<file path="src/mmio_region_decoder_macros.svh">
// Assertion helpers for the region decoder.
`ifndef MMIO_REGION_DECODER_MACROS_SVH
`define MMIO_REGION_DECODER_MACROS_SVH

// Implication, checked out of reset.
`define MRD_ASSERT_IMP(label, ante, cons, msg) \
   label: assert property (@(posedge clock) disable iff (reset) (ante) |-> (cons)) \
      else $error(msg);

// Condition that must never be seen out of reset.
`define MRD_ASSERT_NEVER(label, expr, msg) \
   label: assert property (@(posedge clock) disable iff (reset) !(expr)) \
      else $error(msg);

`endif

</file>
<file path="src/mrd_pkg.sv">
`default_nettype none
package mrd_pkg;

   localparam int MAX_REGIONS = 16;
   localparam logic [31:0] SELF_BASE = 32'h0000_0000;
   localparam logic [31:0] SELF_LENGTH = 32'd11;
   localparam int IDX_W = $clog2(MAX_REGIONS);
   localparam int CNT_W = IDX_W + 1;

   typedef enum logic [1:0] {
      OP_LOOKUP = 2'd0,
      OP_CLEAR  = 2'd1,
      OP_ADD    = 2'd2
   } op_type;

   typedef enum logic [1:0] {
      ST_OK         = 2'd0,
      ST_FULL       = 2'd1,
      ST_BAD_DEVICE = 2'd2
   } status_type;

   typedef struct packed {
      logic [1:0]  operation;
      logic [63:0] address;
      logic [31:0] region_start;
      logic [31:0] region_length;
      logic [15:0] device_id;
   } req_type;

   typedef struct packed {
      logic [1:0]  status;
      logic        hit;
      logic [3:0]  region_index;
      logic        is_self;
      logic [15:0] owner_device;
      logic [63:0] offset;
   } rsp_type;

   typedef struct packed {
      logic [31:0] start;
      logic [31:0] length;
      logic        is_self;
      logic [15:0] owner;
   } region_type;

   // Token that walks the cell chain, one cell per cycle while the output is not stalled.
   typedef struct packed {
      logic [1:0]       op;
      logic [63:0]      address;
      logic [CNT_W-1:0] count;
      logic             wr;
      logic [IDX_W-1:0] wr_index;
      region_type       region;
      logic [1:0]       status;
      logic             hit;
      logic [IDX_W-1:0] match_index;
      logic             is_self;
      logic [15:0]      owner;
      logic [31:0]      match_start;
   } flow_type;

   function automatic logic [3:0] index4(input logic [IDX_W-1:0] idx);
      logic [IDX_W+3:0] wide;
      wide = {4'b0000, idx};
      return wide[3:0];
   endfunction

endpackage
`default_nettype wire

</file>
<file path="src/mrd_cell.sv">
`default_nettype none
module mrd_cell (
   input  wire logic                      clock,
   input  wire logic                      reset,
   input  wire logic [mrd_pkg::IDX_W-1:0] cell_index,
   input  wire logic                      advance,
   input  wire logic                      in_valid,
   input  wire mrd_pkg::flow_type         in_flow,
   output logic                           out_valid,
   output mrd_pkg::flow_type              out_flow
);
   import mrd_pkg::*;

   region_type entry_ff;
   logic       valid_ff;
   flow_type   flow_ff;
   flow_type   flow_in;
   logic [32:0] span_end;
   logic        in_range;
   logic        live;
   logic        write;

   always_comb begin
      span_end = {1'b0, entry_ff.start} + {1'b0, entry_ff.length};
      in_range = (in_flow.address[63:33] == 31'd0)
                 && (in_flow.address[32:0] >= {1'b0, entry_ff.start})
                 && (in_flow.address[32:0] < span_end);
      live = {1'b0, cell_index} < in_flow.count;
      flow_in = in_flow;
      if (in_valid && (in_flow.op == OP_LOOKUP) && !in_flow.hit && live && in_range) begin
         flow_in.hit = 1'b1;
         flow_in.match_index = cell_index;
         flow_in.is_self = entry_ff.is_self;
         flow_in.owner = entry_ff.is_self ? 16'd0 : entry_ff.owner;
         flow_in.match_start = entry_ff.start;
      end
      write = advance && in_valid && (in_flow.op == OP_ADD) && in_flow.wr
              && (in_flow.wr_index == cell_index);
   end

   always_ff @(posedge clock) begin
      if (reset) begin
         valid_ff <= 1'b0;
         entry_ff.start <= SELF_BASE;
         entry_ff.length <= SELF_LENGTH;
         entry_ff.is_self <= 1'b1;
         entry_ff.owner <= 16'd0;
      end else if (advance) begin
         valid_ff <= in_valid;
         flow_ff <= flow_in;
         if (write) begin
            entry_ff <= in_flow.region;
         end
      end
   end

   assign out_valid = valid_ff;
   assign out_flow = flow_ff;

endmodule
`default_nettype wire

</file>
<file path="config.mk">
export PLATFORM = sky130hd
export DESIGN_NAME = mrd_cell
export DESIGN_NICKNAME = d
export VERILOG_FILES = /design/src/mmio_region_decoder_macros.svh /design/src/mrd_pkg.sv /design/src/mrd_cell.sv
export SDC_FILE = /design/constraint.sdc
export NUM_CORES = 1
export LEC_CHECK = 0
export BUFFER_PORTS_ARGS = -buffer_cell sky130_fd_sc_hd__buf_2
export CAP_MARGIN = 20
export CORE_ASPECT_RATIO = 0.5
export CORE_MARGIN = 10
export CORE_UTILIZATION = 25
export DETAILED_ROUTE_END_ITERATION = 7
export MAX_ROUTING_LAYER = met4
export SLEW_MARGIN = 25
export SYNTH_ARGS = -nofsm -noshare
export SYNTH_HDL_FRONTEND = slang
export SYNTH_SLANG_ARGS = --single-unit
</file>
<file path="constraint.sdc">
create_clock -name clock -period 14.2 [get_ports clock]
set_input_delay 2.84 -clock clock [delete_from_list [all_inputs] [get_ports clock]]
set_output_delay 2.84 -clock clock [all_outputs]
set_load 0.01 [all_outputs]
</file>
==> results.sh, run 1 <==
export IMPL_die_w_um=346.2
export IMPL_power_mw=1.945
export IMPL_clk_latency_ns=0.58
export IMPL_critPathArrivalTime_ns=6.09
export IMPL_critPathLaunch="entry_ff[49]"
export IMPL_period_needed_ns=5.791
export IMPL_grt_max_degree=82
export IMPL_worstSetupEndpoint="out_flow[38]"
export IMPL_crit_path_max_incr_delay_ns=0.44
export IMPL_ys_types=57
export IMPL_totalWireLength_um=44480
export IMPL_cts_repair_resized=0
export IMPL_power_density_nw_per_um2=112.5
export IMPL_cts_buffers=30
export IMPL_skew_ns=0.03398
export IMPL_period_share_pct=40.78
export IMPL_cts_tree="built"
export IMPL_crit_required_ns=14.50
export IMPL_cp_max_fo=54
export IMPL_route_vias_total=10060
export IMPL_yosys_warnings=0
export IMPL_hold_viol_final=0
export IMPL_maxCapViolCount=0
export IMPL_status="finished clean"
export IMPL_syn_to_final_growth_pct=29.94
export IMPL_drc=0
export IMPL_rows=59
export IMPL_async_reset_ff_share_pct=0
export IMPL_setup_violations_final=0
export IMPL_clock_sinks=295
export IMPL_r2r_start="entry_ff[49]"
export IMPL_slew_headroom_pct=30.93
export IMPL_ant_nets=0
export IMPL_drv_slew=0
export IMPL_post_dp_hpwl_um=34560
export IMPL_wl_per_cell_um=19.62
export IMPL_synth_ff_type="edfxtp_1"
export IMPL_vias_per_cell=4.439
export IMPL_syn_inst=1100
export IMPL_avgSynthCellArea_um2=12.09
export IMPL_cellLeakagePower_nw=6.975
export IMPL_place_congestion=0.8591
export IMPL_max_freq_mhz=172.7
export IMPL_antenna_found_initial=4
export IMPL_synth_top_cell_area_share_pct=48.08
export IMPL_worstMarginPinSlew_ns=1.036
export IMPL_die_y_um=183.1
export IMPL_cts_path_max_buffers=3
export IMPL_synth_nets=1421
export IMPL_clk_pin_slew_ns=0.06
export IMPL_grt_total_usage_pct=13.59
export IMPL_grt_pass1_vias=10450
export IMPL_peakVddDrop_v=0.00007183
export IMPL_yosysSeqAreaShare_pct=60.42
export IMPL_critPathKind="reg2reg"
export IMPL_yosysTopAreaCell="edfxtp_1"
export IMPL_cp_depth=18
export IMPL_cp_num_buf_inv=1
export IMPL_critPathCaptureType="flip-flop"
export IMPL_drive_gt1_share_pct=35.47
export IMPL_cts_root_buf="clkbuf_16"
export IMPL_rrSetupSlack_ns=8.41
export IMPL_startpoint_type="flip-flop"
export IMPL_layout_nets=1859
export IMPL_crit_chain="ha_1 > fa_1 > a211o_1 > a211oi_1 > nor3_1 > o221ai_2 > a21oi_1 > a21oi_1 > o21ai_0 > and4b_1 > ha_1 > a21o_1 > a21o_1 > a2111oi_0 > o221a_2 > o211ai_4 > buf_4 > mux2_2"
export IMPL_slowest_stage="fa_1"
export IMPL_drt_iter0_drc=584
export IMPL_worstRegToRegCells=18
export IMPL_start_util_pct=25.45
export IMPL_critPathTopFamily="compound AO/OA/AOI/OAI gates"
export IMPL_syn_area_um2=13300
export IMPL_fp_coreArea_um2=52270
export IMPL_ys_ff_latch=295
export IMPL_synth_edf_count=213
export IMPL_rsz0062_at_grt="no"
export IMPL_synth_commonest_cells="edfxtp_1 (213), nand2_1 (182), a21oi_1 (118)"
export IMPL_ys_top_cells_by_area="edfxtp_1 (48%), dfxtp_1 (12%), ha_1 (9.3%)"
export IMPL_fill_cells=5364
export IMPL_htreeDepth=1
export IMPL_overflow=0
export IMPL_timing_rr_end="out_flow[38]"
export IMPL_post_synth_top_count_cell="edfxtp_1"
export IMPL_grt_pass1_wl_um=65090
export IMPL_post_cts_buffers=0
export IMPL_cts_hold_buf=0
export IMPL_holdWs_ns=0.4493
export IMPL_io_pins=435
export IMPL_fin_tns_setup_ns=0
export IMPL_hold_path_class="reg2reg"
export IMPL_dr_pass1_iters=5
export IMPL_die_area_um2=63400
export IMPL_portBuffers=434
==> how the worst min path moves through the flow <==
stage / start / to / slack, ns / cells past startpoint
floorplan: entry_ff[0] / entry_ff[0] / 0.43 / 2
global placement: entry_ff[6] / entry_ff[6] / 0.44 / 2
detailed placement: entry_ff[11] / entry_ff[11] / 0.44 / 2
CTS: entry_ff[11] / entry_ff[11] / 0.45 / 2
global route: entry_ff[1] / entry_ff[1] / 0.47 / 2
finish: entry_ff[11] / entry_ff[11] / 0.45 / 2
==> registers in the layout, summed over array words and instances (netlist names) <==
signal	count
out_valid	1
entry_ff	81
out_flow	213
==> worst register-to-register path: cells and delay by family, from the launching register on <==
family / cells / cell delay (ns)
AOI/OAI and AO/OA: 11 / 2.95
DFF: 1 / 0.38
buffers and inverters: 1 / 0.36
muxes: 1 / 0.49
adders and majority gates: 3 / 1.00
and+or+nand+nor: 2 / 0.37
==> routing by layer <==
layer / part of all wire [%] / up-vias / GRT usage (%)
met5: 0 / - / -
met2: 59 / 163 / 27.42
li1: - / 4925 / -
met1: 35 / 4901 / 13.50
met3: 2.6 / 74 / 1.585
met4: 2.8 / 0 / 4.227
==> per-stage QoR <==
stage	utilization, %	instance area (µm²)	cells	setup WS (ns)
2_1_floorplan	-	13300	1100	1.060
3_3_place_gp	31.16	16290	2207	8.168
3_5_place_dp	31.16	16290	2207	8.176
4_1_cts	33.06	17280	2263	8.476
5_1_grt	33.08	17290	2267	8.182
6_report	33.08	17290	2267	8.409
==> cell usage in the layout, fill, tap and decap left out, types with 3 or more instances in the layout <==
cell,instances
clkbuf_16,31
nand2_1,182
buf_2,434
inv_1,49
a31oi_1,5
nand3b_1,5
a21o_1,42
nand3_1,9
o21a_1,5
xor2_1,14
a2111oi_0,4
edfxtp_1,213
clkbuf_8,9
a211oi_1,5
nor2b_1,22
and2_1,3
clkbuf_1,5
nor4_1,11
ha_1,99
nand2b_1,5
clkinv_1,3
buf_4,7
diode_2,4
dfxtp_1,82
nor2_1,28
clkinv_2,4
a21oi_1,118
nor3_1,12
o211ai_1,4
xnor2_1,12
nand4_1,15
o21ai_0,24
mux2_2,53
and4_1,4
==> power by group <==
part	total [mW]	switching (mW)	internal [mW]
clock network	0.793	0.346	0.448
logic	0.171	0.102	0.0686
registers	0.980	0.0103	0.970
total	1.94	0.458	1.49
==> cells by family (layout without fill, tap and decap cells) <==
group,Yosys count,in the layout,share of synthesized area (%)
xor gates and xnor gates,26,26,1.712
other,0,4,0
adders and majority gates,100,100,9.461
buffers and inverters,84,546,2.417
DFF,295,295,60.42
AOI/OAI and AO/OA,229,229,10.64
and+or+nand+nor,312,312,10.80
muxes,54,54,4.561
==> layout make-up <==
class | count | area [µm²] | share of cell area [%]
timing repair buffer | 441 | 2225 | 12.87
clock inverter | 11 | 73.82 | 0.4270
tap | 701 | 877.1 | 5.073
clock buffer | 45 | 918.4 | 5.312
sequential | 295 | 8038 | 46.49
multi-input combinational | 721 | 4962 | 28.70
inverter | 49 | 183.9 | 1.064
antenna | 4 | 10.01 | 0.05790
No activity file was read; power rests on OpenSTA's default activity.
==> inputs of run 2 (changes only) <==
==> constraint.sdc (replaced) <==
create_clock -name clock -period 5.2 [get_ports clock]
set_input_delay 1.04 -clock clock [delete_from_list [all_inputs] [get_ports clock]]
set_output_delay 1.04 -clock clock [all_outputs]
set_load 0.01 [all_outputs]
==> run 2 against run 1 <==
Global-route usage down 0.14 points. Count of clock-buffer cells in the layout fell by 2. Power increased to 2.7 times the previous value. Sequential cell count did not move. Hold slack improved by 0.0014 ns. Non-clock buffer count increased by 16. Via count is 0.57% higher. Utilization grew 0.52 points. Highest routed layer unchanged. Clock skew decreased by 0.0061 ns. Combinational power grew to 2.7 times the previous value.
==> results.sh, run 2 (same netlist as run 1, synthesis figures left out) <==
export IMPL_vias_per_cell=4.442
export IMPL_drive_gt1_share_pct=36.55
export IMPL_wl_per_cell_um=19.80
export IMPL_period_share_pct=96.14
export IMPL_grt_pass1_wl_um=64420
export IMPL_grt_pass1_vias=10340
export IMPL_antenna_found_initial=1
export IMPL_cts_tree="built"
export IMPL_holdWs_ns=0.4508
export IMPL_hold_path_class="reg2reg"
export IMPL_critPathCaptureType="flip-flop"
export IMPL_cts_buffers=29
export IMPL_final_common_cell="buf_2"
export IMPL_totalWireLength_um=45110
export IMPL_fin_util_pct=33.59
export IMPL_hold_viol_final=0
export IMPL_final_cell_mix="buf_2 (434), edfxtp_1 (213), nand2_1 (182)"
export IMPL_crit_required_ns=5.51
export IMPL_syn_to_final_growth_pct=31.98
export IMPL_fp_coreArea_um2=52270
export IMPL_die_w_um=346.2
export IMPL_cts_path_max_buffers=3
export IMPL_grt_max_degree=113
export IMPL_slew_headroom_pct=35.84
export IMPL_die_y_um=183.1
export IMPL_drc=0
export IMPL_status="finished clean"
export IMPL_route_vias_total=10120
export IMPL_largest_reg_flops=213
export IMPL_drt_iter0_drc=538
export IMPL_period_needed_ns=4.999
export IMPL_startpoint_type="flip-flop"
export IMPL_start_util_pct=25.45
export IMPL_portBuffers=434
export IMPL_io_pins=435
export IMPL_dr_pass1_iters=5
export IMPL_max_freq_mhz=200.0
export IMPL_clk_latency_ns=0.58
export IMPL_clk_pin_slew_ns=0.07
export IMPL_htreeDepth=1
export IMPL_cp_max_fo=7
export IMPL_power_density_nw_per_um2=304.1
export IMPL_cts_root_buf="clkbuf_16"
export IMPL_skew_ns=0.02787
export IMPL_peakVddDrop_v=0.0001886
export IMPL_setup_violations_final=0
export IMPL_ant_nets=0
export IMPL_maxCapViolCount=0
export IMPL_rows=59
export IMPL_place_inst=2212
export IMPL_fill_cells=5391
export IMPL_critPathArrivalTime_ns=5.31
export IMPL_clock_sinks=295
export IMPL_fin_area_um2=17560
export IMPL_drv_slew=0
export IMPL_place_congestion=0.8456
export IMPL_grt_total_usage_pct=13.45
export IMPL_worstMarginPinSlew_ns=0.9624
export IMPL_cellLeakagePower_nw=7.094
export IMPL_layout_nets=1874
export IMPL_die_area_um2=63400
export IMPL_place_area_um2=16370
export IMPL_place_ws_ns=0.05121
export IMPL_cts_hold_buf=0
export IMPL_post_dp_hpwl_um=34970
export IMPL_critPathKind="reg2reg"
export IMPL_finalWorstSetupSlack_ns=0.2008
export IMPL_stdcell_count=2278
export IMPL_overflow=0
==> run 2: cell count changes in the layout (fill, tap and decap cells not counted), moves of 2 or more <==
cell / previous run / this run
clkbuf_8: 9 / 6
bufinv_16: 0 / 3
buf_6: 0 / 3
buf_12: 0 / 5
a21oi_1: 118 / 115
clkinv_1: 3 / 1
a2111oi_1: 0 / 3
a21oi_2: 0 / 3
clkbuf_1: 5 / 8
buf_4: 7 / 12
diode_2: 4 / 1
a2111oi_0: 4 / 1
==> run 2: area by class of cell <==
cell class	count	area [µm²]	share of cell area [%]
Tap cell	701	877.1	4.995
Antenna cell	1	2.502	0.01425
Multi-Input combinational cell	721	5009	28.53
Timing Repair Buffer	457	2471	14.07
Inverter	49	183.9	1.048
Clock buffer	43	838.3	4.774
Clock inverter	11	138.9	0.7910
Sequential cell	295	8038	45.78
==> run 2: timing repair <==
item | in CTS | in global routing
gates resized for setup | 0 | 13
buffers inserted | 0 | 5
setup endpoints to repair | 0 | 54
==> run 2: final timing paths <==
| kind | slack [ns] | from | end | cells past startpoint |
|---|---|---|---|---|
| setup / recovery | 0.20 | entry_ff[62] | out_flow[0] | 18 |
| hold / removal | 0.45 | entry_ff[15] | entry_ff[15] | 2 |
| setup reg to reg | 0.20 | entry_ff[62] | out_flow[0] | 18 |
| hold reg to reg | 0.45 | entry_ff[15] | entry_ff[15] | 2 |
==> run 2: layer usage <==
| metal | wire length [µm] | share of wire (%) | global-route usage (%) |
|---|---|---|---|
| met1 | 16610 | 37 | 13.44 |
| met2 | 26620 | 59 | 27.63 |
| met3 | 1144 | 2.5 | 1.665 |
| met4 | 728 | 1.6 | 2.738 |
| met5 | 0 | 0 | - |
==> run 2: power breakdown <==
part           internal, mW  leakage [nW]  switching (mW)
sequential             2.65          2.66          0.0290
clock                  1.26         0.478           0.930
combinational         0.189          3.96           0.281
==> run 2: metrics by stage <==
step | setup TNS [ns] | total power, mW
after CTS | 0 | 5.409
final | 0 | 5.339
after global placement | 0 | 3.202
after global routing | -0.2604 | 5.530
after floorplan | 0 | 2.912
after detailed placement | 0 | 3.209
==> run 2: worst max-delay path, stage by stage (launching register included) <==
cell and delay [ns]:
dfxtp_1 0.34, ha_1 0.39, a21o_1 0.21, a21o_1 0.20, or4_1 0.53, o221ai_2 0.25, a21oi_1 0.20, a21oi_2 0.25
o21ai_0 0.11, and4b_1 0.19, ha_1 0.29, a21o_1 0.19, a21o_1 0.18, a2111oi_1 0.38, o221a_2 0.28, o211ai_4 0.10
buf_12 0.20, clkbuf_16 0.17, mux2_2 0.26
==> inputs of run 3 (changes only) <==
==> constraint.sdc (replaced) <==
create_clock -name clock -period 5.98 [get_ports clock]
set_input_delay 1.196 -clock clock [delete_from_list [all_inputs] [get_ports clock]]
set_output_delay 1.196 -clock clock [all_outputs]
set_load 0.01 [all_outputs]
==> run 3 against run 2 <==
Combinational power shrank 12%. Clock power decreased by 16%. Non-clock buffer count decreased by 10. Register-to-register slack improved by 0.29 ns. Routed wire length fell by 1.0%. Global-route usage is 0.096 points higher. Sequential power down 13%. Largest power group unchanged. Highest routed layer unchanged.
==> results.sh, run 3 (same netlist as run 1, synthesis figures left out) <==
export IMPL_post_dp_hpwl_um=35360
export IMPL_skew_ns=0.02430
export IMPL_io_pins=435
export IMPL_cts_root_buf="clkbuf_16"
export IMPL_startpoint_type="flip-flop"
export IMPL_fill_cells=5358
export IMPL_critPathCaptureType="flip-flop"
export IMPL_htreeDepth=1
export IMPL_hold_end="entry_ff[0]"
export IMPL_clk_latency_ns=0.57
export IMPL_power_density_nw_per_um2=264.0
export IMPL_cts_hold_buf=0
export IMPL_portBuffers=434
export IMPL_peakVddDrop_v=0.0001724
export IMPL_fin_tns_setup_ns=0
export IMPL_period_needed_ns=5.485
export IMPL_cts_repair_resized=0
export IMPL_cellLeakagePower_nw=6.998
export IMPL_syn_to_final_growth_pct=30.35
export IMPL_grt_pass1_vias=10300
export IMPL_start_util_pct=25.45
export IMPL_vias_per_cell=4.454
export IMPL_clk_pin_slew_ns=0.06
export IMPL_cts_tree="built"
export IMPL_die_y_um=183.1
export IMPL_critPathArrivalTime_ns=5.78
export IMPL_met2_length_um=26360
export IMPL_totalWireLength_um=44640
export IMPL_drv_slew=0
export IMPL_place_inst=2213
export IMPL_route_vias_total=10120
export IMPL_stdcell_count=2272
export IMPL_status="finished clean"
export IMPL_rows=59
export IMPL_final_cell_mix="buf_2 (434), edfxtp_1 (213), nand2_1 (182)"
export IMPL_final_common_cell="buf_2"
export IMPL_drive_gt1_share_pct=35.52
export IMPL_crit_chain="ha_1 > fa_1 > a211o_1 > a211oi_1 > nor3_1 > o221ai_2 > a21oi_1 > a21oi_1 > o21ai_0 > and4b_1 > ha_1 > a21o_1 > a21o_1 > a2111oi_0 > o221a_2 > o211ai_4 > buf_4 > mux2_2"
export IMPL_setup_violations_final=0
export IMPL_cts_path_max_buffers=3
export IMPL_drc=0
export IMPL_wl_met1_um=15980
export IMPL_post_cts_buffers=0
export IMPL_ant_nets=0
export IMPL_cts_buffers=31
export IMPL_hold_path_class="reg2reg"
export IMPL_top_layer_used="met4"
export IMPL_largest_reg_flops=213
export IMPL_crit_required_ns=6.28
export IMPL_slew_headroom_pct=33.17
export IMPL_worstRegToRegCells=18
export IMPL_slowest_stage="fa_1"
export IMPL_worstMarginPinSlew_ns=1.002
export IMPL_fp_coreArea_um2=52270
export IMPL_place_congestion=0.8675
export IMPL_r2r_start="entry_ff[49]"
export IMPL_die_area_um2=63400
export IMPL_layout_nets=1866
export IMPL_dr_pass1_iters=5
export IMPL_grt_total_usage_pct=13.54
export IMPL_wl_per_cell_um=19.65
export IMPL_maxCapViolCount=0
export IMPL_grt_max_degree=82
export IMPL_period_share_pct=91.71
export IMPL_critPathKind="reg2reg"
export IMPL_clock_sinks=295
export IMPL_max_freq_mhz=182.3
export IMPL_holdPathStages=2
export IMPL_die_w_um=346.2
export IMPL_antenna_found_initial=3
export IMPL_overflow=0
export IMPL_rrSetupSlack_ns=0.50
export IMPL_rsz0062_at_grt="no"
export IMPL_timing_rr_end="out_flow[47]"
export IMPL_hp_start="entry_ff[0]"
export IMPL_drt_iter0_drc=529
export IMPL_hold_viol_final=0
export IMPL_crit_path_max_incr_delay_ns=0.43
export IMPL_grt_pass1_wl_um=64820
export IMPL_cp_max_fo=21
export IMPL_wl_met3_um=1194
==> run 3: layout make-up <==
class	count	area [µm²]	area share, %
tap	701	877.1	5.058
sequential	295	8038	46.35
multi-input combinational	721	4962	28.61
timing repair buffer	447	2315	13.35
inverter	49	183.9	1.061
antenna	3	7.507	0.04329
clock buffer	45	888.4	5.123
clock inverter	11	70.07	0.4040
==> run 3: stage by stage <==
step           utilization (%)  total power [mW]  instance area (µm²)  setup WS (ns)  hold slack, ns
4_1_cts                  33.17             4.641                17330         0.4873          0.4517
2_1_floorplan                -             2.532                13310         0.9699          0.4318
3_5_place_dp             31.33             2.795                16380         0.5294          0.4425
6_report                 33.18             4.578                17340         0.4955          0.4491
3_3_place_gp             31.28             2.786                16350         0.6672          0.4401
5_1_grt                  33.18             4.751                17340         0.1020          0.4692
==> run 3: per-layer routing <==
metal	up-vias	global-route usage, %
met1	4963	13.65
met2	167	27.29
li1	4929	-
met5	-	-
met3	61	1.564
met4	0	3.816
==> run 3: how the worst max path moves through the flow <==
stage | endpoint | start | depth (start not counted) | slack [ns]
floorplan | out_flow[0] | reset | 2 | 0.97
global placement | out_flow[39] | entry_ff[49] | 21 | 0.67
detailed placement | out_flow[47] | entry_ff[49] | 18 | 0.53
CTS | out_flow[47] | entry_ff[49] | 18 | 0.49
global route | out_flow[47] | entry_ff[49] | 18 | 0.10
finish | out_flow[47] | entry_ff[49] | 18 | 0.50
==> run 3: worst max-delay path, delay by kind of cell (launching register included) <==
family	cells	cell delay (ns)
adder cells (fa/ha/maj)	3	0.96
buffers and inverters	1	0.34
flip-flops	1	0.34
AO/OA/AOI/OAI	11	2.90
AND/OR/NAND/NOR	2	0.36
multiplexers	1	0.31
==> run 3: power breakdown <==
group          internal [mW]  total [mW]  switching (mW)
Clock                   1.03        1.84           0.807
Combinational          0.167       0.412           0.245
Sequential              2.30        2.33          0.0257
Total                   3.50        4.58            1.08
