### src/mmio_region_decoder_macros.svh
// Assertion helpers for the region decoder.
`ifndef MMIO_REGION_DECODER_MACROS_SVH
`define MMIO_REGION_DECODER_MACROS_SVH

// Implication, checked out of reset.
`define MRD_ASSERT_IMP(label, ante, cons, msg) \
   label: assert property (@(posedge clock) disable iff (reset) (ante) |-> (cons)) \
      else $error(msg);

// Condition that must never be seen out of reset.
`define MRD_ASSERT_NEVER(label, expr, msg) \
   label: assert property (@(posedge clock) disable iff (reset) !(expr)) \
      else $error(msg);

`endif

### src/mrd_pkg.sv
`default_nettype none
package mrd_pkg;

   localparam int MAX_REGIONS = 16;
   localparam logic [31:0] SELF_BASE = 32'h0000_0000;
   localparam logic [31:0] SELF_LENGTH = 32'd11;
   localparam int IDX_W = $clog2(MAX_REGIONS);
   localparam int CNT_W = IDX_W + 1;

   typedef enum logic [1:0] {
      OP_LOOKUP = 2'd0,
      OP_CLEAR  = 2'd1,
      OP_ADD    = 2'd2
   } op_type;

   typedef enum logic [1:0] {
      ST_OK         = 2'd0,
      ST_FULL       = 2'd1,
      ST_BAD_DEVICE = 2'd2
   } status_type;

   typedef struct packed {
      logic [1:0]  operation;
      logic [63:0] address;
      logic [31:0] region_start;
      logic [31:0] region_length;
      logic [15:0] device_id;
   } req_type;

   typedef struct packed {
      logic [1:0]  status;
      logic        hit;
      logic [3:0]  region_index;
      logic        is_self;
      logic [15:0] owner_device;
      logic [63:0] offset;
   } rsp_type;

   typedef struct packed {
      logic [31:0] start;
      logic [31:0] length;
      logic        is_self;
      logic [15:0] owner;
   } region_type;

   // Token that walks the cell chain, one cell per cycle while the output is not stalled.
   typedef struct packed {
      logic [1:0]       op;
      logic [63:0]      address;
      logic [CNT_W-1:0] count;
      logic             wr;
      logic [IDX_W-1:0] wr_index;
      region_type       region;
      logic [1:0]       status;
      logic             hit;
      logic [IDX_W-1:0] match_index;
      logic             is_self;
      logic [15:0]      owner;
      logic [31:0]      match_start;
   } flow_type;

   function automatic logic [3:0] index4(input logic [IDX_W-1:0] idx);
      logic [IDX_W+3:0] wide;
      wide = {4'b0000, idx};
      return wide[3:0];
   endfunction

endpackage
`default_nettype wire

### src/mrd_admit.sv
`default_nettype none
module mrd_admit (
   input  wire logic             clock,
   input  wire logic             reset,
   input  wire logic             csr_wr_en,
   input  wire logic [15:0]      csr_wr_data,
   input  wire mrd_pkg::req_type req_payload,
   input  wire logic             accept,
   output mrd_pkg::flow_type     flow_out
);
   import mrd_pkg::*;

   logic [15:0]      device_count_ff;
   logic [CNT_W-1:0] count_ff;
   logic [CNT_W-1:0] count_in;
   flow_type         flow;

   always_comb begin
      count_in = count_ff;
      flow = '0;
      flow.op = req_payload.operation;
      flow.address = req_payload.address;
      flow.wr_index = count_ff[IDX_W-1:0];
      flow.region.start = req_payload.region_start;
      flow.region.length = req_payload.region_length;
      flow.region.is_self = 1'b0;
      flow.region.owner = req_payload.device_id;
      flow.status = ST_OK;
      case (req_payload.operation)
         OP_LOOKUP: begin
         end
         OP_CLEAR: begin
            count_in = CNT_W'(1);
         end
         OP_ADD: begin
            if (req_payload.device_id >= device_count_ff) begin
               flow.status = ST_BAD_DEVICE;
            end else if (count_ff >= CNT_W'(MAX_REGIONS)) begin
               flow.status = ST_FULL;
            end else begin
               flow.wr = 1'b1;
               count_in = count_ff + CNT_W'(1);
            end
         end
         default: begin
         end
      endcase
      flow.count = count_in;
   end

   assign flow_out = flow;

   always_ff @(posedge clock) begin
      if (reset) begin
         device_count_ff <= '0;
         count_ff <= CNT_W'(1);
      end else begin
         if (csr_wr_en) begin
            device_count_ff <= csr_wr_data;
         end
         if (accept) begin
            count_ff <= count_in;
         end
      end
   end

endmodule
`default_nettype wire

### config.mk
export PLATFORM = sky130hd
export DESIGN_NAME = mrd_admit
export DESIGN_NICKNAME = d
export VERILOG_FILES = /design/src/mmio_region_decoder_macros.svh /design/src/mrd_pkg.sv /design/src/mrd_admit.sv
export SDC_FILE = /design/constraint.sdc
export NUM_CORES = 1
export LEC_CHECK = 0
export BUFFER_PORTS_ARGS = -buffer_cell sky130_fd_sc_hd__buf_2
export CORE_AREA = 5 5 146 148
export CTS_BUF_LIST = sky130_fd_sc_hd__clkbuf_8
export CTS_CLUSTER_SIZE = 10
export DETAILED_ROUTE_END_ITERATION = 8
export DIE_AREA = 0 0 151 153
export GPL_TIMING_DRIVEN = 0
export PLACE_DENSITY = 0.54
export SLEW_MARGIN = 10
export SYNTH_ARGS = -nofsm -noshare
export SYNTH_HDL_FRONTEND = slang
export SYNTH_SLANG_ARGS = --single-unit
export TNS_END_PERCENT = 100
### constraint.sdc
create_clock -name clock -period 3.85 [get_ports clock]
set_input_delay 0.77 -clock clock [delete_from_list [all_inputs] [get_ports clock]]
set_output_delay 0.77 -clock clock [all_outputs]
set_load 0.05 [all_outputs]
==> results of run 1 <==
==> metal layers <==
layer  wire, µm  share of wire, %  global-route usage (%)
met5          0                 0                       0
met2       5700                52                    15.7
met4         62              0.57                   0.993
met3       1210                11                    2.19
met1       4000                36                    8.95
==> placed cells by master (no fill, tap or decap), types with 3 or more instances in the layout <==
cell type / instances
a21o_1: 3
a21oi_1: 8
buf_2: 191
buf_4: 208
clkbuf_1: 4
clkbuf_8: 3
conb_1: 55
dfxtp_1: 21
ha_1: 20
inv_1: 25
mux2i_1: 16
nand2_1: 8
nand3_1: 5
nor2_1: 21
o21ai_0: 4
==> layout make-up <==
cell class	instances	share of cell area (%)
repair buffers	195	21.8
inverters	25	2.06
clock buffers	3	0.909
flip-flops and latches	21	9.25
clock inverters	1	0.165
multi-input cells	172	23.9
well taps	270	7.43
plain buffers	211	34.5
==> logic make-up after synthesis <==
| family | Yosys count |
|---|---|
| mux | 16 |
| compound gates | 32 |
| buf+inv | 236 |
| simple gates | 49 |
| fa+ha+maj | 20 |
| flops | 21 |
| other cells | 1 |
==> per-stage QoR <==
stage | instances | area (µm²) | power, mW
finish | 898 | 4540 | 1.21
CTS | 896 | 4520 | 1.22
global route | 898 | 4540 | 1.28
detailed placement | 892 | 4460 | 1.04
floorplan | 429 | 3160 | 0.904
global placement | 892 | 4460 | 1.03
==> state kept, by name, indices dropped and copies added, names as in the netlist <==
signal and cells:
device_count_ff 16, count_ff 5
==> power by group <==
part,leakage (nW),switching (mW),internal (mW)
combinational,2.45,0.554,0.249
clock,0.0217,0.0938,0.0736
sequential,0.173,0.00726,0.228
total,2.65,0.655,0.551
==> worst register-to-register path, cell delays in order (launching register included) <==
cell,delay (ns)
dfxtp_1,0.35
inv_1,0.05
ha_1,0.29
a21o_1,0.17
a221o_1,0.36
a211oi_2,0.31
nand3_2,0.21
buf_4,0.19
or4_1,0.49
a21oi_1,0.15
==> final timing paths <==
| path | to | slack (ns) | cells past startpoint |
|---|---|---|---|
| hold reg to reg | device_count_ff[11]$_SDFFE_PP0P_ | 0.50 | 2 |
| hold / removal | device_count_ff[11]$_SDFFE_PP0P_ | 0.50 | 2 |
| setup / recovery | flow_out[142] | 0.07 | 9 |
| setup reg to reg | count_ff[3]$_SDFFE_PP0P_ | 1.23 | 9 |
==> repair_timing <==
action | in CTS | in global routing
hold endpoints to repair | 0 | 0
pin swaps | 2 | 3
gates resized for setup | 5 | 4
buffers inserted | 0 | 1
gates cloned | 0 | 1
endpoints found under the setup margin | 4 | 2
==> summary.md, run 1 <==
| Metric | Value |
|---|---|
| Setup crit start kind | `input port` |
| Vias in the first global route | `2650` |
| Reg-to-Reg Start | `device_count_ff[9]$_SDFFE_PP0P_` |
| Clk sinks | `21` |
| Mux cell area share after synthesis | `5.42%` |
| CP max stage cell | `o31ai_1` |
| Ys async rst share | `0%` |
| Routability cong. | `around 0.73` |
| Synth Register Bits | `21` |
| Remaining DRCs | `0` |
| DR WL/cell | `between 10 and 15 µm` |
| Core area | `approximately 20000 µm²` |
| Max-cap violations | `0` |
| Initial antenna violation count | `0` |
| Worst slew pin tran | `approximately 0.79 ns` |
| Commonest cells post-synth | `206 x buf_4, 25 x inv_1, 21 x dfxtp_1, 21 x nor2_1, 20 x ha_1` |
| Placement Setup Slack | `-0.197 ns` |
| Status | `finished clean` |
| CTS HTree Levels | `1` |
| Cell family with most CP delay | `compound AO/OA/AOI/OAI gates` |
| Area share of fa/ha/maj cells after synthesis | `roughly 8.5%` |
| CTS tree | `yes` |
| Root Buffer | `clkbuf_8` |
| Post-synth top area share | `a little over half` |
| Cell taking the most area after synthesis | `buf_4` |
| Count leader, synth | `buf_4` |
| Port bufs | `between 150 and 200` |
| Area delta synth->final | `53.7%` |
| Cells after Synth | `about 380` |
| Nets | `around 800` |
| Largest family of logic cells by synthesized area | `buffers and inverters` |
| Seq/Total Area, Yosys | `between 10% and 20%` |
| Layout cells sized above 1 | `between 60% and 70%` |
| XOR/XNOR share of the synthesized area | `0%` |
| Peak Freq | `between 0.2 and 0.3 GHz` |
| GRT overflow | `0` |
| # setup viols final | `0` |
| Post-CTS Hold Buffers | `0` |
| Max-slew violations | `0` |
| Relative slew slack | `a little under half` |
| Top post-synthesis cells by area | `buf_4 52%, dfxtp_1 14%, ha_1 8.5%` |
| EDFF count, synth | `0` |
| Crit path cell chain | `buf_2 -> ha_1 -> a21o_1 -> a221o_1 -> a211oi_2 -> nand3_2 -> o31ai_1 -> a22o_1 -> buf_6` |
| Leakage | `2.65 nW` |
| Antenna fix cells | `0` |
| Synth warn | `0` |
| Reg area | `420 µm²` |
| Total Die Area | `between 20000 and 25000 µm²` |
| Peak supply drop | `about 0.11 mV` |
| Endpoint class of the critical path | `output port` |
| Hpwl dp | `around 10 mm` |
| Total track usage | `approximately 8%` |
| Hold Crit Class | `reg -> reg` |
| Post-synth cell types | `36` |
| Minimum clock period | `roughly 3.8 ns` |
| Post-route ant nets | `0` |
| Area taken by multi-input logic gates | `1080 µm²` |
| Largest net degree at the start of global routing | `14` |
| First-pass GRT wire length | `approximately 15 mm` |
| Crit-path max FO | `6` |
| Total CTS buffers | `3` |
| Max incr delay on CP | `0.39 ns` |
| Via count | `~2800` |
| Worst hold slack | `about 0.5 ns` |
| Synth Flop Type | `dfxtp_1` |
| Period utilization | `between 90 and 100%` |
| Reg clk slew, reported paths | `~0.09 ns` |
| Clk_lat worst skew | `between 0.2 and 0.3 ns` |
| Final Hold Viols | `0` |
| Vias per inst | `3.16` |
| CP Data Arrival Time | `around 3 ns` |
| PnR worst setup slack | `0.0683 ns` |
| Hold path startpoint | `device_count_ff[11]$_SDFFE_PP0P_` |
| Top Ports | `379` |
| Die height | `153 µm` |
| Cell area after synthesis | `approximately 3000 µm²` |
| # fillers | `approximately 2200` |
| Die W | `approximately 150 µm` |
| Power per standard cell area | `~270 nW/µm²` |
| Rows | `52` |
| Initial Util | `between 10% and 20%` |
| Total Wirelength | `11.0 mm` |
| Final Core Density | `22.8%` |
| Clock Skews | `between 0.002 and 0.0025 ns` |
| Worst Setup SP | `req_payload[9]` |
| Setup CP Type | `in -> out` |
| Avg Inst Size Synth | `around 7.9 µm²` |
| First drt pass iteration count | `5` |
| Compound-cell area share of the yosys netlist | `7.49%` |
| Worst path bufs/invs | `2` |
| Final setup TNS | `0 ns` |
| Simple-Gate Fraction of Synth Area | `8.17%` |
| Worst Path Required | `3.08 ns` |
| Starting DRT DRC Count | `94` |
| Clock Path Buffers | `2` |
Power figures use the tool's default switching activity.
==> run 2: changes to the inputs <==
--- a/config.mk
+++ b/config.mk
@@ -7,11 +7,12 @@
 export LEC_CHECK = 0
 export BUFFER_PORTS_ARGS = -buffer_cell sky130_fd_sc_hd__buf_2
 export CORE_AREA = 5 5 146 148
-export CTS_BUF_LIST = sky130_fd_sc_hd__clkbuf_8
+export CTS_BUF_LIST = sky130_fd_sc_hd__clkbuf_4
 export CTS_CLUSTER_SIZE = 10
 export DETAILED_ROUTE_END_ITERATION = 8
 export DIE_AREA = 0 0 151 153
 export GPL_TIMING_DRIVEN = 0
+export HOLD_SLACK_MARGIN = 0.1
 export PLACE_DENSITY = 0.54
 export SLEW_MARGIN = 10
 export SYNTH_ARGS = -nofsm -noshare
==> summary.md, run 2 (synthesized netlist as in run 1, its figures left out) <==
| Metric | Value |
|---|---|
| Status | `finished clean` |
| Final Hold Viols | `0 (unchanged)` |
| # fillers | `2236 (unchanged)` |
| Post-route ant nets | `0 (unchanged)` |
| Vias in the first global route | `2648 (-0.075%)` |
| Die W | `151 µm (unchanged)` |
| Layout cells sized above 1 | `65.3% (unchanged)` |
| Peak supply drop | `0.0965 mV (-13%)` |
| Setup CP Type | `in -> out` |
| Minimum clock period | `3.77 ns (-0.0119 ns)` |
| Starting DRT DRC Count | `78 (-17%)` |
| Die height | `153 µm (unchanged)` |
| Antenna fix cells | `0 (unchanged)` |
| Clock Skews | `0.0100 ns (+0.00774 ns)` |
| Endpoint class of the critical path | `output port` |
| Hold Crit Class | `reg -> reg` |
| First drt pass iteration count | `5 (unchanged)` |
| Initial antenna violation count | `0 (unchanged)` |
| Clock Path Buffers | `2 (unchanged)` |
| Biggest regs | `device_count_ff (16), count_ff (5)` |
| Total CTS buffers | `3 (unchanged)` |
| Crit-path max FO | `6 (unchanged)` |
| CP max stage cell | `a221o_1` |
| Top Ports | `379 (unchanged)` |
| Cell Area, Placed | `4460 µm² (unchanged)` |
| Total track usage | `8.13% (about the same)` |
| Relative slew slack | `48.2% (+1.0 points)` |
| WHS Path Cells | `2 (unchanged)` |
| Placed Cells | `892 (unchanged)` |
| Worst Path Required | `3.08 ns (about the same)` |
| Cell count of the worst reg-to-reg path | `9 (unchanged)` |
| CTS HTree Levels | `1 (unchanged)` |
| Most flop-heavy register | `device_count_ff` |
| Setup crit start kind | `input port` |
| Post-CTS Hold Buffers | `0 (unchanged)` |
| Largest net degree at the start of global routing | `14 (unchanged)` |
| Fin area | `4530 µm² (-0.41%)` |
| Core area | `19900 µm² (unchanged)` |
| Peak Freq | `0.265 GHz (+0.32%)` |
| Crit path cell chain | `buf_2 -> ha_1 -> a21o_1 -> a221o_1 -> a211oi_2 -> nand3_2 -> buf_6 -> a21o_1 -> a22o_1 -> buf_6` |
| Nets | `815 (unchanged)` |
| First-pass GRT wire length | `14.6 mm (about the same)` |
| CP Data Arrival Time | `3.00 ns (about the same)` |
| Rows | `52 (unchanged)` |
| Worst slew pin tran | `0.778 ns (-0.0155 ns)` |
| Max incr delay on CP | `0.36 ns (-0.03 ns)` |
| Leakage | `2.64 nW (-0.29%)` |
| Root Buffer | `clkbuf_4` |
| Reg clk slew, reported paths | `0.14 ns (+0.05 ns)` |
| Area delta synth->final | `53.1%` |
| Total Wirelength | `11.0 mm (-0.18%)` |
| Routability cong. | `0.727 (unchanged)` |
| Period utilization | `97.9% (-0.31 points)` |
| Via count | `2839 (+0.11%)` |
| GRT overflow | `0 (unchanged)` |
| Clk_lat worst skew | `0.34 ns (+0.06 ns)` |
| Hpwl dp | `10.1 mm (unchanged)` |
| Initial Util | `14.9% (unchanged)` |
| Clk sinks | `21 (unchanged)` |
| Port bufs | `193 (unchanged)` |
| Vias per inst | `3.16 (+0.11%)` |
| DR WL/cell | `12.2 µm (-0.18%)` |
| Max-cap violations | `0 (unchanged)` |
| Final setup TNS | `0 ns (unchanged)` |
| Max-slew violations | `0 (unchanged)` |
| Finished Layout Cells | `898 (unchanged)` |
| Final Core Density | `22.7% (-0.094 points)` |
| Most frequent cells in the layout | `208 x buf_4, 191 x buf_2, 55 x conb_1` |
| Power per standard cell area | `258 nW/µm² (-2.8%)` |
| CTS tree | `yes` |
| # setup viols final | `0 (unchanged)` |
| Max reg flops | `16 (unchanged)` |
| Remaining DRCs | `0 (unchanged)` |
| Most common cell after layout, fill and taps aside | `buf_4` |
| Total Die Area | `23100 µm² (unchanged)` |
run 2: final cells by class:
| cell class | instances | area, µm² | share of cell area, % |
|---|---|---|---|
| buffer | 211 | 1570 | 34.7 |
| multi-input combinational | 172 | 1080 | 24.0 |
| timing repair buffer | 195 | 990 | 21.9 |
| sequential | 21 | 420 | 9.29 |
| tap | 270 | 338 | 7.46 |
| inverter | 25 | 93.8 | 2.07 |
| clock buffer | 3 | 22.5 | 0.498 |
| clock inverter | 1 | 7.51 | 0.166 |
run 2: stage by stage:
step / hold WS (ns) / total power, mW / worst slack [ns]
floorplan: 0.460 / 0.904 / 0.173
global placement: 0.474 / 1.03 / -0.207
detailed placement: 0.482 / 1.04 / -0.197
CTS: 0.519 / 1.18 / 0.0249
global route: 0.550 / 1.24 / -0.00538
finish: 0.508 / 1.17 / 0.0802
run 2: report_power, final:
part	switching, mW	internal, mW
Sequential	0.00725	0.229
Combinational	0.554	0.249
Clock	0.0896	0.0399
run 2: layer usage:
| metal | track usage (%) | up-vias | part of all wire (%) |
|---|---|---|---|
| li1 | - | 1452 | - |
| met1 | 8.93 | 1175 | 36 |
| met2 | 15.7 | 208 | 52 |
| met3 | 2.28 | 4 | 11 |
| met4 | 0.993 | 0 | 0.54 |
| met5 | 0 | - | 0 |
run 2: what timing repair did:
action,in CTS,in global routing
pin swaps,2,3
buffers inserted,0,1
setup endpoints to repair,4,2
cloned,0,1
hold endpoints to repair,0,0
resized for setup,5,4
run 2: path summary, 6_finish.rpt:
kind	startpoint	endpoint	slack, ns
hold / removal	device_count_ff[11]$_SDFFE_PP0P_	device_count_ff[11]$_SDFFE_PP0P_	0.51
setup / recovery	req_payload[9]	flow_out[142]	0.08
setup reg to reg	device_count_ff[10]$_SDFFE_PP0P_	count_ff[3]$_SDFFE_PP0P_	1.21
hold reg to reg	device_count_ff[11]$_SDFFE_PP0P_	device_count_ff[11]$_SDFFE_PP0P_	0.51
run 2: worst max-delay path, delay by kind of cell:
kind	cells	cell delay, ns
AND/OR/NAND/NOR	1	0.21
adder cells (fa/ha/maj)	1	0.30
buffers and inverters	3	0.44
AO/OA/AOI/OAI	5	1.26
==> run 3: changes to the inputs <==
--- a/config.mk
+++ b/config.mk
@@ -7,13 +7,14 @@
 export LEC_CHECK = 0
 export BUFFER_PORTS_ARGS = -buffer_cell sky130_fd_sc_hd__buf_2
 export CORE_AREA = 5 5 146 148
-export CTS_BUF_LIST = sky130_fd_sc_hd__clkbuf_4
+export CTS_BUF_LIST = sky130_fd_sc_hd__clkbuf_4 sky130_fd_sc_hd__clkbuf_8
 export CTS_CLUSTER_SIZE = 10
 export DETAILED_ROUTE_END_ITERATION = 8
 export DIE_AREA = 0 0 151 153
 export GPL_TIMING_DRIVEN = 0
 export HOLD_SLACK_MARGIN = 0.1
 export PLACE_DENSITY = 0.54
+export RECOVER_POWER = 25
 export SLEW_MARGIN = 10
 export SYNTH_ARGS = -nofsm -noshare
 export SYNTH_HDL_FRONTEND = slang
==> summary.md, run 3 (synthesized netlist as in run 1, its figures left out) <==
| Metric | Value |
|---|---|
| Status | `finished clean` |
| Rows | `52 (unchanged)` |
| GRT overflow | `0 (unchanged)` |
| Top Ports | `379 (unchanged)` |
| Starting DRT DRC Count | `91 (+17%)` |
| Hpwl dp | `10.1 mm (unchanged)` |
| Antenna fix cells | `0 (unchanged)` |
| First drt pass iteration count | `4 (-1)` |
| Largest net degree at the start of global routing | `14 (unchanged)` |
| CP max stage cell | `o31ai_1` |
| Clk_lat worst skew | `0.28 ns (-0.06 ns)` |
| Total track usage | `8.12% (about the same)` |
| CTS HTree Levels | `1 (unchanged)` |
| Crit-path max FO | `6 (unchanged)` |
| Routability cong. | `0.727 (unchanged)` |
| Endpoint class of the critical path | `output port` |
| Biggest regs | `device_count_ff (16), count_ff (5)` |
| Clock Skews | `0.00229 ns (-0.00774 ns)` |
| Clk sinks | `21 (unchanged)` |
| Post-route ant nets | `0 (unchanged)` |
| Power per standard cell area | `267 nW/µm² (+3.5%)` |
| Final Core Density | `22.6% (-0.14 points)` |
| Root Buffer | `clkbuf_8` |
| Most flop-heavy register | `device_count_ff` |
| Crit path cell chain | `buf_2 -> ha_1 -> a21o_1 -> a221o_1 -> a211oi_2 -> nand3_2 -> o31ai_1 -> a22o_1 -> buf_6` |
| Most common cell after layout, fill and taps aside | `buf_4` |
| Relative slew slack | `47.1% (-1.0 points)` |
| Max-slew violations | `0 (unchanged)` |
| DR WL/cell | `12.3 µm (+0.48%)` |
| Max reg flops | `16 (unchanged)` |
| Setup crit start kind | `input port` |
| Layout cells sized above 1 | `59.2% (-6.1 points)` |
| Leakage | `2.54 nW (-3.7%)` |
| Die height | `153 µm (unchanged)` |
| Total Die Area | `23100 µm² (unchanged)` |
| Max-cap violations | `0 (unchanged)` |
| Clock Path Buffers | `2 (unchanged)` |
| Nets | `815 (unchanged)` |
| Total Wirelength | `11.0 mm (+0.48%)` |
| Initial Util | `14.9% (unchanged)` |
| Peak supply drop | `0.111 mV (+15%)` |
| Finished Layout Cells | `898 (unchanged)` |
| Period utilization | `98.2% (+0.31 points)` |
| # fillers | `2259 (+1.0%)` |
| CP Data Arrival Time | `3.01 ns (about the same)` |
| Reg area | `420 µm² (unchanged)` |
| Setup CP Type | `in -> out` |
| Cell count of the worst reg-to-reg path | `9 (unchanged)` |
| Initial antenna violation count | `0 (unchanged)` |
| Placement Setup Slack | `-0.197 ns (unchanged)` |
| Crit. path cell count | `9 (-1)` |
| Minimum clock period | `3.78 ns (+0.0119 ns)` |
| WHS Path Cells | `2 (unchanged)` |
| Vias in the first global route | `2650 (+0.076%)` |
| Total CTS buffers | `3 (unchanged)` |
| Worst slew pin tran | `0.793 ns (+0.0155 ns)` |
| Peak Freq | `0.264 GHz (-0.31%)` |
| Vias per inst | `3.14 (-0.53%)` |
| Worst hold slack | `0.498 ns (-0.00979 ns)` |
| Worst path bufs/invs | `2 (-1)` |
| First-pass GRT wire length | `14.6 mm (about the same)` |
| Die W | `151 µm (unchanged)` |
| Final setup TNS | `0 ns (unchanged)` |
| # setup viols final | `0 (unchanged)` |
| Core area | `19900 µm² (unchanged)` |
| Cell family with most CP delay | `compound AO/OA/AOI/OAI gates` |
| Placed Cells | `892 (unchanged)` |
| Final Hold Viols | `0 (unchanged)` |
| Reg clk slew, reported paths | `0.09 ns (-0.05 ns)` |
| Area taken by multi-input logic gates | `1080 µm² (unchanged)` |
| Max incr delay on CP | `0.39 ns (+0.03 ns)` |
| Port bufs | `193 (unchanged)` |
| Most frequent cells in the layout | `208 x buf_4, 153 x buf_2, 55 x conb_1` |
| Hold Crit Class | `reg -> reg` |
| PnR worst setup slack | `0.0683 ns (-0.0119 ns)` |
| Remaining DRCs | `0 (unchanged)` |
| Worst Path Required | `3.08 ns (about the same)` |
| Area delta synth->final | `52.1%` |
| Via count | `2824 (-0.53%)` |
| CTS tree | `yes` |
==> run 3: layout make-up <==
type	count	share of cell area (%)
plain buffers	211	34.9
clock buffers	3	0.918
clock inverters	1	0.167
inverters	25	2.09
multi-input cells	172	24.1
flip-flops and latches	21	9.35
well taps	270	7.51
repair buffers	195	21.0
==> run 3: tightest hold or removal path: cells and delay by family (launching register included) <==
| family | cells | cell delay, ns |
|---|---|---|
| DFF | 1 | 0.33 |
| muxes | 1 | 0.06 |
| and+or+nand+nor | 1 | 0.07 |
==> run 3: report_power, final <==
part,switching [mW],internal [mW]
Clock,0.0938,0.0736
Combinational,0.555,0.243
Sequential,0.00726,0.228
==> run 3: worst paths after layout <==
check / from / to / slack (ns)
worst max register to register: device_count_ff[9]$_SDFFE_PP0P_ / count_ff[3]$_SDFFE_PP0P_ / 1.23
worst max-delay path: req_payload[9] / flow_out[142] / 0.07
worst min register to register: device_count_ff[11]$_SDFFE_PP0P_ / device_count_ff[11]$_SDFFE_PP0P_ / 0.50
worst min-delay path: device_count_ff[11]$_SDFFE_PP0P_ / device_count_ff[11]$_SDFFE_PP0P_ / 0.50
==> run 3: repair_timing <==
item                       CTS  global route
hold buffers                 0             0
buffers inserted             0             1
setup endpoints to repair    4             2
pin swaps                    2             3
cloned                       0             1
resized for setup            5             4
==> run 3: per-stage QoR <==
step | total power, mW | area [µm²]
global placement | 1.03 | 4460
floorplan | 0.904 | 3160
CTS | 1.22 | 4520
finish | 1.20 | 4500
detailed placement | 1.04 | 4460
global route | 1.27 | 4500
==> run 3: layer usage <==
| metal | part of all wire (%) | track usage [%] |
|---|---|---|
| met4 | 0.56 | 0.993 |
| met3 | 11 | 2.19 |
| met1 | 37 | 8.95 |
| met5 | 0 | 0 |
| met2 | 52 | 15.7 |
